**config.mk**
```make
export PLATFORM = sky130hd
export DESIGN_NAME = rgb_led_strip_bit_encoder_unit
export DESIGN_NICKNAME = d
export VERILOG_FILES = /design/src/rtl/core/rgbled_pkg.sv /design/src/rtl/core/rgbled_store.sv /design/src/rtl/core/rgbled_scaler.sv /design/src/rtl/core/rgb_led_strip_bit_encoder_unit.sv
export SDC_FILE = /design/constraint.sdc
export NUM_CORES = 2
export LEC_CHECK = 0
export ABC_CLOCK_PERIOD_IN_PS = 6250
export BUFFER_PORTS_ARGS = -buffer_cell sky130_fd_sc_hd__buf_4
export CAP_MARGIN = 20
export CORE_UTILIZATION = 50
export DETAILED_ROUTE_END_ITERATION = 8
export PLACE_DENSITY = 0.66
export SYNTH_ARGS = -nofsm -noshare
export SYNTH_HDL_FRONTEND = slang
export SYNTH_SLANG_ARGS = --single-unit
```
**constraint.sdc**
```tcl
create_clock -name clk_i -period 6.25 [get_ports clk_i]
set_input_delay 0.625 -clock clk_i [delete_from_list [all_inputs] [get_ports clk_i]]
set_output_delay 0.625 -clock clk_i [all_outputs]
set_load 0.01 [all_outputs]
```
**src/rtl/core/rgbled_pkg.sv**
```systemverilog
package rgbled_pkg;

  // Input item kinds carried on s_axis_tuser
  typedef enum logic [1:0] {
    ACT_WRITE_ONE = 2'd0,
    ACT_WRITE_ALL = 2'd1,
    ACT_TICK      = 2'd2,
    ACT_NONE      = 2'd3
  } action_e;

  // Configuration register indexes
  localparam logic [1:0] REG_BRIGHTNESS = 2'd0;
  localparam logic [1:0] REG_DUTY_ONE   = 2'd1;
  localparam logic [1:0] REG_DUTY_ZERO  = 2'd2;

  localparam logic [6:0] BRIGHT_MAX   = 7'd100;
  localparam logic [6:0] BRIGHT_RESET = 7'd20;

  // Bit periods per LED: green, red, blue, MSB first
  localparam logic [4:0] BIT_LAST = 5'd23;

  // floor(p / 100) == (p * 5243) >> 19 for every p below 43699
  localparam logic [12:0] RECIP_100   = 13'd5243;
  localparam int          RECIP_SHIFT = 19;

  // One stored colour, red in the top byte
  typedef struct packed {
    logic [7:0] red;
    logic [7:0] green;
    logic [7:0] blue;
  } color_t;

  // Commands from the sequencer to the colour store
  typedef struct packed {
    logic write_one;
    logic fill_all;
  } store_cmd_t;

endpackage

```
**src/rtl/core/rgbled_store.sv**
```systemverilog
module rgbled_store
  import rgbled_pkg::*;
#(
  parameter int LED_COUNT = 64,
  parameter int AW        = 6
) (
  input  logic            clk_i,
  input  logic            rst_ni,
  input  store_cmd_t      cmd_i,
  input  logic [AW-1:0]   waddr_i,
  input  color_t          wdata_i,
  input  logic [AW-1:0]   raddr_i,
  output color_t          rdata_o,
  output logic            busy_o
);

  localparam logic [AW-1:0] ADDR_LAST = AW'(LED_COUNT - 1);

  color_t        mem [LED_COUNT];
  color_t        rdata_q;
  color_t        fill_data_q, fill_data_d;
  logic [AW-1:0] fill_cnt_q, fill_cnt_d;
  logic          busy_q, busy_d;
  logic          we;
  logic [AW-1:0] waddr;
  color_t        wdata;

  // Sweep control: reset starts a clearing pass, a fill command starts a fill pass
  always_comb begin
    busy_d      = busy_q;
    fill_cnt_d  = fill_cnt_q;
    fill_data_d = fill_data_q;
    if (busy_q) begin
      fill_cnt_d = fill_cnt_q + AW'(1);
      if (fill_cnt_q == ADDR_LAST) begin
        busy_d     = 1'b0;
        fill_cnt_d = '0;
      end
    end else if (cmd_i.fill_all) begin
      busy_d      = 1'b1;
      fill_cnt_d  = '0;
      fill_data_d = wdata_i;
    end
  end

  always_ff @(posedge clk_i or negedge rst_ni) begin
    if (!rst_ni) begin
      busy_q      <= 1'b1;
      fill_cnt_q  <= '0;
      fill_data_q <= '0;
    end else begin
      busy_q      <= busy_d;
      fill_cnt_q  <= fill_cnt_d;
      fill_data_q <= fill_data_d;
    end
  end

  // Single write port shared by the sweep and single-entry writes
  assign we    = busy_q | cmd_i.write_one;
  assign waddr = busy_q ? fill_cnt_q : waddr_i;
  assign wdata = busy_q ? fill_data_q : wdata_i;

  // Write and registered read
  always_ff @(posedge clk_i) begin
    if (we) begin
      mem[waddr] <= wdata;
    end
    rdata_q <= mem[raddr_i];
  end

  assign rdata_o = rdata_q;
  assign busy_o  = busy_q;

endmodule

```
**src/rtl/core/rgbled_scaler.sv**
```systemverilog
module rgbled_scaler
  import rgbled_pkg::*;
(
  input  logic       clk_i,
  input  logic       en_i,
  input  logic [7:0] chan_i,
  input  logic [6:0] bright_i,
  output logic [7:0] scaled_o
);

  logic [14:0] prod_q;
  logic [27:0] recip;

  // Stage one: channel times brightness percent
  always_ff @(posedge clk_i) begin
    if (en_i) begin
      prod_q <= 15'(chan_i) * 15'(bright_i);
    end
  end

  // Stage two: divide by 100 through the reciprocal
  assign recip    = 28'(prod_q) * 28'(RECIP_100);
  assign scaled_o = recip[RECIP_SHIFT +: 8];

endmodule

```
**src/rtl/core/rgb_led_strip_bit_encoder_unit.sv**
```systemverilog
// Tick: result shows on m_axis after the memory read, then product, then reciprocal
// divide stages; the divide state waits for a free output, and no item is taken meanwhile.
// Single-LED writes and unused actions keep the input ready; a write-all sweeps the
// store one entry per cycle, with s_axis_tready low meanwhile.
// Reset is asynchronous, active low; after it a clearing pass zeroes the colour
// store, with s_axis_tready low meanwhile.
module rgb_led_strip_bit_encoder_unit
  import rgbled_pkg::*;
#(
  parameter int LED_COUNT = 64
) (
  input  logic        clk_i,
  input  logic        rst_ni,
  // configuration write port
  input  logic        cfg_we_i,
  input  logic [1:0]  cfg_idx_i,
  input  logic [15:0] cfg_wdata_i,
  // input stream
  input  logic        s_axis_tvalid,
  output logic        s_axis_tready,
  input  logic [39:0] s_axis_tdata,  // led_index[9:0], red[17:10], green[25:18], blue[33:26]
  input  logic [1:0]  s_axis_tuser,  // action[1:0]
  // result stream
  output logic        m_axis_tvalid,
  input  logic        m_axis_tready,
  output logic [31:0] m_axis_tdata,  // duty_value[15:0], bit_value[16], led_position[26:17]
  output logic        m_axis_tlast   // frame_end
);

  localparam int AW = (LED_COUNT > 1) ? $clog2(LED_COUNT) : 1;
  localparam logic [AW-1:0] LED_LAST = AW'(LED_COUNT - 1);

  typedef enum logic [2:0] {
    S_IDLE = 3'b001,
    S_MUL  = 3'b010,
    S_DIV  = 3'b100
  } state_e;

  state_e        state_q, state_d;
  logic [6:0]    bright_q;
  logic [15:0]   duty_one_q, duty_zero_q;
  logic [AW-1:0] led_pos_q, led_pos_d;
  logic [4:0]    bit_q, bit_d;

  logic          out_valid_q, out_valid_d;
  logic [15:0]   out_duty_q;
  logic          out_bit_q;
  logic [AW-1:0] out_led_q;
  logic          out_last_q;

  logic          in_fire;
  action_e       action;
  logic [9:0]    led_index;
  color_t        in_color;
  logic          idx_ok;
  store_cmd_t    store_cmd;
  color_t        rdata;
  logic          store_busy;
  logic [7:0]    chan;
  logic [7:0]    scaled;
  logic          cur_bit;
  logic          out_free;
  logic          load_out;
  logic          last_bit;

  // Unpack the input transaction
  assign action         = action_e'(s_axis_tuser);
  assign led_index      = s_axis_tdata[9:0];
  assign in_color.red   = s_axis_tdata[17:10];
  assign in_color.green = s_axis_tdata[25:18];
  assign in_color.blue  = s_axis_tdata[33:26];

  assign s_axis_tready = (state_q == S_IDLE) && !store_busy;
  assign in_fire       = s_axis_tvalid && s_axis_tready;
  assign idx_ok        = 11'(led_index) < 11'(LED_COUNT);

  assign store_cmd.write_one = in_fire && (action == ACT_WRITE_ONE) && idx_ok;
  assign store_cmd.fill_all  = in_fire && (action == ACT_WRITE_ALL);

  rgbled_store #(
    .LED_COUNT (LED_COUNT),
    .AW        (AW)
  ) u_store (
    .clk_i   (clk_i),
    .rst_ni  (rst_ni),
    .cmd_i   (store_cmd),
    .waddr_i (led_index[AW-1:0]),
    .wdata_i (in_color),
    .raddr_i (led_pos_q),
    .rdata_o (rdata),
    .busy_o  (store_busy)
  );

  // Pick the channel for the current bit period
  always_comb begin
    case (bit_q[4:3])
      2'd0:    chan = rdata.green;
      2'd1:    chan = rdata.red;
      default: chan = rdata.blue;
    endcase
  end

  rgbled_scaler u_scaler (
    .clk_i    (clk_i),
    .en_i     (state_q == S_MUL),
    .chan_i   (chan),
    .bright_i (bright_q),
    .scaled_o (scaled)
  );

  assign cur_bit  = scaled[3'd7 - bit_q[2:0]];
  assign out_free = !out_valid_q || m_axis_tready;
  assign load_out = (state_q == S_DIV) && out_free;
  assign last_bit = (bit_q == BIT_LAST) && (led_pos_q == LED_LAST);

  // Sequence ticks and advance the stream position
  always_comb begin
    state_d   = state_q;
    led_pos_d = led_pos_q;
    bit_d     = bit_q;
    case (state_q)
      S_IDLE: begin
        if (in_fire && (action == ACT_TICK)) begin
          state_d = S_MUL;
        end
      end
      S_MUL: begin
        state_d = S_DIV;
      end
      S_DIV: begin
        if (out_free) begin
          state_d = S_IDLE;
          if (bit_q == BIT_LAST) begin
            bit_d     = '0;
            led_pos_d = (led_pos_q == LED_LAST) ? '0 : led_pos_q + AW'(1);
          end else begin
            bit_d = bit_q + 5'd1;
          end
        end
      end
      default: state_d = S_IDLE;
    endcase
  end

  // Output register: drop on handshake, load on a finished tick
  always_comb begin
    out_valid_d = out_valid_q;
    if (m_axis_tready) begin
      out_valid_d = 1'b0;
    end
    if (load_out) begin
      out_valid_d = 1'b1;
    end
  end

  always_ff @(posedge clk_i or negedge rst_ni) begin
    if (!rst_ni) begin
      state_q     <= S_IDLE;
      led_pos_q   <= '0;
      bit_q       <= '0;
      out_valid_q <= 1'b0;
    end else begin
      state_q     <= state_d;
      led_pos_q   <= led_pos_d;
      bit_q       <= bit_d;
      out_valid_q <= out_valid_d;
    end
  end

  always_ff @(posedge clk_i) begin
    if (load_out) begin
      out_duty_q <= cur_bit ? duty_one_q : duty_zero_q;
      out_bit_q  <= cur_bit;
      out_led_q  <= led_pos_q;
      out_last_q <= last_bit;
    end
  end

  // Configuration registers, brightness saturates at full scale
  always_ff @(posedge clk_i or negedge rst_ni) begin
    if (!rst_ni) begin
      bright_q    <= BRIGHT_RESET;
      duty_one_q  <= '0;
      duty_zero_q <= '0;
    end else if (cfg_we_i) begin
      case (cfg_idx_i)
        REG_BRIGHTNESS: bright_q <= (cfg_wdata_i[6:0] > BRIGHT_MAX) ? BRIGHT_MAX
                                                                    : cfg_wdata_i[6:0];
        REG_DUTY_ONE:   duty_one_q  <= cfg_wdata_i;
        REG_DUTY_ZERO:  duty_zero_q <= cfg_wdata_i;
        default: ;
      endcase
    end
  end

  assign m_axis_tvalid = out_valid_q;
  assign m_axis_tdata  = {5'd0, 10'(out_led_q), out_bit_q, out_duty_q};
  assign m_axis_tlast  = out_last_q;

endmodule

```
Word level (Yosys, flattened, before mapping)

Memories as Yosys holds them, arrays and structs flattened. A register that Yosys moved wholly into a read port is not among the register bits.
Cells that the tools add are included.

Reduce and logical (&&, ||, !) cells: 23
Add/sub/neg operators: 4
Mux-type cells: 22
$mul: 2
Bitwise gates (word level): 2
Order comparisons: 3
Equal/unequal tests: 13

Operator list:

| operator               | count |
|---|---|
| $mux 6                 | 5 |
| $mul 15x13->27 const B | 1 |
| $mux 24                | 1 |
| $mux 16                | 1 |
| $pmux 8 s2             | 1 |
| $mul 8x7->15           | 1 |
| $add 6x1->6 const B    | 2 |
| $eq 6x6->1 const B     | 2 |
| $reduce_and 2->1       | 6 |
| $lt 10x7->1 const B    | 1 |
| $pmux 3 s3             | 1 |
| $logic_and 1x1->1      | 8 |
| $mux 1                 | 8 |
| $gt 7x7->1 const B     | 1 |
| $mux 7                 | 1 |
| $eq 2x1->1 const B     | 3 |
| $logic_not 2->1        | 3 |
| $mux 3                 | 2 |
| $add 5x1->5 const B    | 1 |
| $eq 5x5->1 const B     | 1 |
| $mux 5                 | 1 |
| $eq 2x2->1 const B     | 2 |
| $lt 3x4->1 const B     | 1 |
| $reduce_bool 2->1      | 2 |
| other kinds (12)       | 13 |

Bits of input ports: 65
Output and inout port bits: 35
Register bits: 124
Bits in writable memories: 1536
Memories: 1

Memories:

| memory      | words | width | rd ports | clocked after Yosys merged registers in | write ports | line               | text |
|---|---|---|---|---|---|---|---|
| u_store.mem | 64    | 24    | 1        | 1                                       | 1           | rgbled_store.sv:19 | `color_t mem [LED_COUNT];` |

Longest topological paths before layout

Depth in word-level cells: 8
Depth in mapped cells: 22
Gate-level depth less buffers: 21

By module

Synthesis repeated with hierarchy kept, for this count alone.

Cell total of the unflattened synthesis: 3625
Area, all modules: 70158.5 um^2

By module, submodules not included:

| module                         | cells an instance | area an instance (um^2) | times used |
|---|---|---|---|
| rgbled_store                   | 2783              | 60914.7                 | 1 |
| rgbled_scaler                  | 580               | 5715.5                  | 1 |
| rgb_led_strip_bit_encoder_unit | 262               | 3528.4                  | 1 |

Worst setup path before layout

No wires, ideal clock.

Kind: reg-to-reg
Start: register u_scaler.prod_q[10]
End: register out_duty_q[10] (data pin)
Setup time: 0.260 ns
Period minus slack after synthesis: 5.615 ns
Path slack: 0.635 ns
Cell stages (with the launch flop): 21
Buffers on the path: 1
Arrival time: 5.355 ns
Cells stage by stage: edfxtp_1 > fa_1 > ha_1 > inv_1 > fa_1 > inv_1 > fa_1 > inv_1 > fa_1 > inv_1 > ha_1 > nand4_2 > nor3_2 > o311ai_1 > a311o_2 > a31oi_1 > nor2_1 > xnor2_1 > o221ai_2 > buf_6 > mux2_4

Cells in the longest elaborated chain, start to end: 4

Ends and longest elaborated chain:

| what                         | line                                  | text |
|---|---|---|
| start, declared              | rgbled_scaler.sv:11                   | `logic [14:0] prod_q;` |
| start signal, assigned       | rgbled_scaler.sv:17                   | `prod_q <= 15'(chan_i) * 15'(bright_i);` |
| $mul 15x13->27               | rgbled_scaler.sv:22                   | `assign recip = 28'(prod_q) * 28'(RECIP_100);` |
| $bmux 1 s3                   | rgb_led_strip_bit_encoder_unit.sv:111 | `assign cur_bit = scaled[3'd7 - bit_q[2:0]];` |
| $mux 1 (not written as such) | rgb_led_strip_bit_encoder_unit.sv:111 |  |
| via cur_bit                  | rgb_led_strip_bit_encoder_unit.sv:61  | `logic cur_bit;` |
| $mux 16                      | rgb_led_strip_bit_encoder_unit.sv:172 | `out_duty_q <= cur_bit ? duty_one_q : duty_zero_q;` |
| end signal, assigned         | rgb_led_strip_bit_encoder_unit.sv:172 |  |
| end, declared                | rgb_led_strip_bit_encoder_unit.sv:46  | `logic [15:0] out_duty_q;` |

The timed path passes the listed nets, and every way through them passes these cells. The select of a mux whose other input is x is not followed.
A chain may end at the register's enable or synchronous reset.

Worst setup path in the final report

Start: register u_scaler.prod_q[11]
End: register out_duty_q[2] (data pin)

Cells in the longest elaborated chain, start to end: 4

Ends and longest elaborated chain:

| what                         | line |
|---|---|
| $mul 15x13->27               | rgbled_scaler.sv:22 |
| $bmux 1 s3                   | rgb_led_strip_bit_encoder_unit.sv:111 |
| $mux 1 (not written as such) | rgb_led_strip_bit_encoder_unit.sv:111 |
| $mux 16                      | rgb_led_strip_bit_encoder_unit.sv:172 |

No other way between the ends. The select of a mux whose other input is x is not followed.

==> impl_results.rst <==
.. list-table::
   :header-rows: 1

   * - Metric
     - Value
   * - Outcome
     - complete, no violations
   * - First-pass GRT wire length
     - 234000 um
   * - Number of vias per cell
     - 6.01
   * - Post-route setup TNS
     - 0 ns
   * - Data arrival time at the worst-slack endpoint
     - 6.56 ns
   * - Most frequent cells after synthesis
     - sky130_fd_sc_hd__edfxtp_1, sky130_fd_sc_hd__mux4_2, sky130_fd_sc_hd__inv_1
   * - Total wire length after detailed routing
     - 163000 um
   * - Min-delay worst type
     - input port to register
   * - Static leakage
     - between 0.02 and 0.03 uW
   * - Placed Area
     - roughly 0.073 mm2
   * - Biggest cell delay along the critical path
     - 0.55 ns
   * - Number of buffers inserted by port buffering
     - 84
   * - Yosys warns
     - 0
   * - Minimum clock period after layout
     - 6.04 ns
   * - Final Util
     - around 57%
   * - Simple-gate share of the synthesized area
     - around 2.4%
   * - Worst path bufs/invs
     - 5
   * - Proportion of netlist area held by the largest area contributor
     - a little under 70%
   * - All-layer global routing usage
     - 23.5%
   * - Number of sinks handled by clock tree synthesis
     - around 1.7k
   * - Netlist area before placement
     - 0.0697 mm2
   * - Vias after detailed routing
     - 33.2k
   * - CTS clk-pin slew, worst paths
     - 0.07 ns
   * - Drc violations
     - 0
   * - DR pass1 iterations
     - 5
   * - Number of instances in the synthesized netlist
     - 3327
   * - Number of antenna violations at the first check in global routing
     - 23
   * - Final Cell Area
     - 0.0788 mm2
   * - Critical-path top delay cell
     - sky130_fd_sc_hd__edfxtp_1
   * - Max cap viols
     - 0
   * - Async S/R FF share, synth
     - slightly above 5%
   * - Vertical die dimension
     - 375 um
   * - Post-synthesis share of cell area spent on full adders, half adders and majority gates
     - 5.19%
   * - Syn avg cell area
     - 21.0 um2
   * - Bufs on Longest Clock Path
     - 3
   * - Class of the most critical setup path
     - register to register
   * - Count of state elements after synthesis
     - 1684
   * - Number of distinct library cells after synthesis
     - 71
   * - Data required time at the worst endpoint
     - 6.77 ns
   * - Number of cells upsized or downsized after cts
     - 0
   * - Post-synthesis share of cell area spent on xor and xnor gates
     - 0.327%
   * - Kind of cell with the highest combined delay on the critical path
     - adder cells
   * - Final setup fails
     - 0
   * - Compound-cell area share of the yosys netlist
     - 0.983%
   * - Number of hold-slack violations in the final timing report
     - 0
   * - Kind of end point of the critical path
     - register
   * - Antenna Nets Post-Route
     - 0
   * - IO Count
     - 100
   * - Yosys top cell by area
     - sky130_fd_sc_hd__edfxtp_1
   * - Floorplan die width
     - 375 um
   * - TritonCTS clock tree
     - done
   * - Number of CTS-inserted buffers
     - 166
   * - Maximum achievable frequency
     - 166 MHz
   * - Hold slack
     - roughly 0.053 ns
   * - Post-DP HPWL
     - 91000 um
   * - Latest clock arrival within the worst-skew pair
     - 0.79 ns
   * - Maximum vdd drop
     - 0.364 mV
   * - Largest net degree at the start of global routing
     - 89
   * - Tcrit/Tclk final
     - 96.6%
   * - Overflow left after global routing
     - 0
   * - Number of placed instances with taps included
     - 5206
   * - Share of cell area taken by muxes after synthesis
     - 17.7%
   * - Setup skew after layout
     - 0.0283 ns
   * - Max-slew violation total from the final report
     - 0
   * - GP Congestion
     - 0.820
   * - Largest family of logic cells by synthesized area
     - multiplexers
   * - Net total in the final layout
     - 3826
   * - Final routed wire length divided by cell count
     - 29.4 um
   * - Fraction of layout instances using a drive strength above 1
     - 28.9%
   * - Count of routing violations after the opening detailed-route iteration
     - between 3k and 4k
   * - Cells along the critical path
     - fa_1, ha_1, inv_1, fa_1, inv_1, fa_1, inv_1, fa_1, inv_1, ha_1, nand4_2, nor3_2, o311ai_1, a311o_2, a2111oi_0, nand3b_1, a211oi_2, o221ai_2, buf_12, mux2_2
   * - Number of standard-cell rows in the floorplan
     - 136
   * - Top FF cell, synth
     - sky130_fd_sc_hd__edfxtp_1
   * - Synth-to-Final Area Change
     - 12.9%
   * - Slew margin rel.
     - 22.0%
   * - Share of the yosys chip area belonging to registers
     - 71.6%
   * - Core footprint
     - 0.138 mm2
   * - Startpoint type of the worst setup path
     - register
   * - Initial cell density of the core
     - 50.5%
   * - Die area
     - 0.141 mm2
   * - Number of global-route vias before repair
     - between 30k and 40k
   * - Number of enable flip-flop cells after synthesis
     - approximately 1.6k
   * - Power density normalized to cell area
     - roughly 360 mW/mm2
   * - Setup repair after global routing missed its margin
     - false
   * - Slew of the pin with the lowest slew margin
     - 1.17 ns
   * - Final std cells w/o fill
     - 5532
   * - Most common cell in the synthesized netlist
     - sky130_fd_sc_hd__edfxtp_1
   * - Clock root buffer
     - sky130_fd_sc_hd__clkbuf_16
   * - Critical-path maximum fanout
     - 17
   * - Largest cells by area after synthesis
     - sky130_fd_sc_hd__edfxtp_1, sky130_fd_sc_hd__mux4_2, sky130_fd_sc_hd__dfrtp_1
   * - H-tree depth
     - 4
[final timing paths]
| check | end | startpoint | cells past startpoint | slack [ns] |
|---|---|---|---|---|
| setup / recovery | out_duty_q[2]$_DFFE_PP_ | u_scaler.prod_q[11]$_DFFE_PP_ | 20 | 0.21 |
| hold / removal | u_store.fill_data_q[22]$_DFFE_PN0P_ | s_axis_tdata[16] | 3 | 0.05 |
| setup reg to reg | out_duty_q[2]$_DFFE_PP_ | u_scaler.prod_q[11]$_DFFE_PP_ | 20 | 0.21 |
| hold reg to reg | u_store.fill_data_q[7]$_DFFE_PN0P_ | u_store.fill_data_q[7]$_DFFE_PN0P_ | 2 | 0.47 |
| max in group asynchronous | u_store.fill_data_q[11]$_DFFE_PN0P_ | rst_ni | 3 | 4.75 |
| min in group asynchronous | duty_one_q[7]$_DFFE_PN0P_ | rst_ni | 2 | 0.38 |
[tightest hold or removal path: cells and delay by family]
family	cells	cell delay, ns
buf+inv	1	0.08
simple gates	2	0.09
[cell type report]
| class | count | area [um2] |
|---|---|---|
| antenna | 5 | 12.5 |
| clock buffer | 217 | 4480 |
| clock inverter | 85 | 647 |
| fill | 10000 | 59300 |
| inverter | 178 | 668 |
| multi-input combinational | 1327 | 19100 |
| sequential | 1684 | 49900 |
| tap | 1863 | 2330 |
| timing repair buffer | 173 | 1610 |
[report_power, final]
part           internal (uW)  leakage, uW  switching [uW]  total [uW]
Combinational           1030      0.00760            3130        4170
Clock                   5340      0.00252            4150        9490
Sequential             14600       0.0155             212       14800
[stage by stage]
step / setup WS [ns] / total power, uW
after detailed placement: 0.190 / 19100
final: 0.211 / 28400
after CTS: 0.135 / 28500
after global routing: 0.00377 / 29400
after global placement: 0.305 / 19000
after floorplan: 0.635 / 17200
[cells by family after synthesis]
| kind of cell | Yosys count |
|---|---|
| buf+inv | 324 |
| flops | 1684 |
| simple gates | 368 |
| compound gates | 103 |
| mux | 590 |
| fa+ha+maj | 231 |
| xor+xnor | 26 |
| other cells | 1 |
[registers in the layout, indices dropped and copies added (netlist names)]
register / count
state_q: 3
m_axis_tlast: 1
u_store.mem: 1536
u_store.fill_data_q: 24
duty_one_q: 16
led_pos_q: 6
u_scaler.prod_q: 15
u_store.fill_cnt_q: 6
m_axis_tvalid: 1
duty_zero_q: 16
bright_q: 7
u_store.busy_o: 1
out_led_q: 6
out_bit_q: 1
bit_q: 5
u_store.rdata_o: 24
out_duty_q: 16
[cell usage in the layout (no fill, tap or decap), drive strengths merged, types with 4 or more instances in the layout]
cell | Yosys | final
dfstp | 4 | 4
xor2 | 6 | 6
a21o | 6 | 6
nor2 | 92 | 92
dfrtp | 81 | 81
clkbuf | 93 | 217
dlygate4sd3 | 0 | 6
mux2 | 75 | 75
a31oi | 4 | 4
bufinv | 0 | 7
dfxtp | 24 | 24
nand2b | 10 | 10
mux4 | 504 | 504
diode | 0 | 5
and3 | 7 | 7
clkinv | 0 | 71
nand2 | 158 | 158
fa | 97 | 97
o21bai | 4 | 4
mux2i | 11 | 11
edfxtp | 1575 | 1575
conb | 1 | 9
nand4 | 6 | 6
o21ai | 28 | 28
or2 | 4 | 4
a21oi | 26 | 26
and2 | 21 | 21
or3 | 5 | 5
xnor2 | 20 | 20
nor2b | 23 | 23
o32ai | 4 | 4
buf | 53 | 167
inv | 178 | 184
ha | 134 | 134
nand3 | 23 | 23
nor3 | 7 | 7
[per-layer routing]
metal	wire length (um)	global-route usage (%)	vias up
met2	76700	36.1	1337
met4	3530	6.42	22
met5	148	0	-
met3	14200	6.09	216
met1	68000	33.5	17800
li1	-	-	13900
[what timing repair did]
item	CTS	global route
hold buffers	6	0
endpoints found under the hold margin	35	0
buffers inserted	0	6
endpoints found under the setup margin	0	16
No activity file was read; power rests on OpenSTA's default activity.
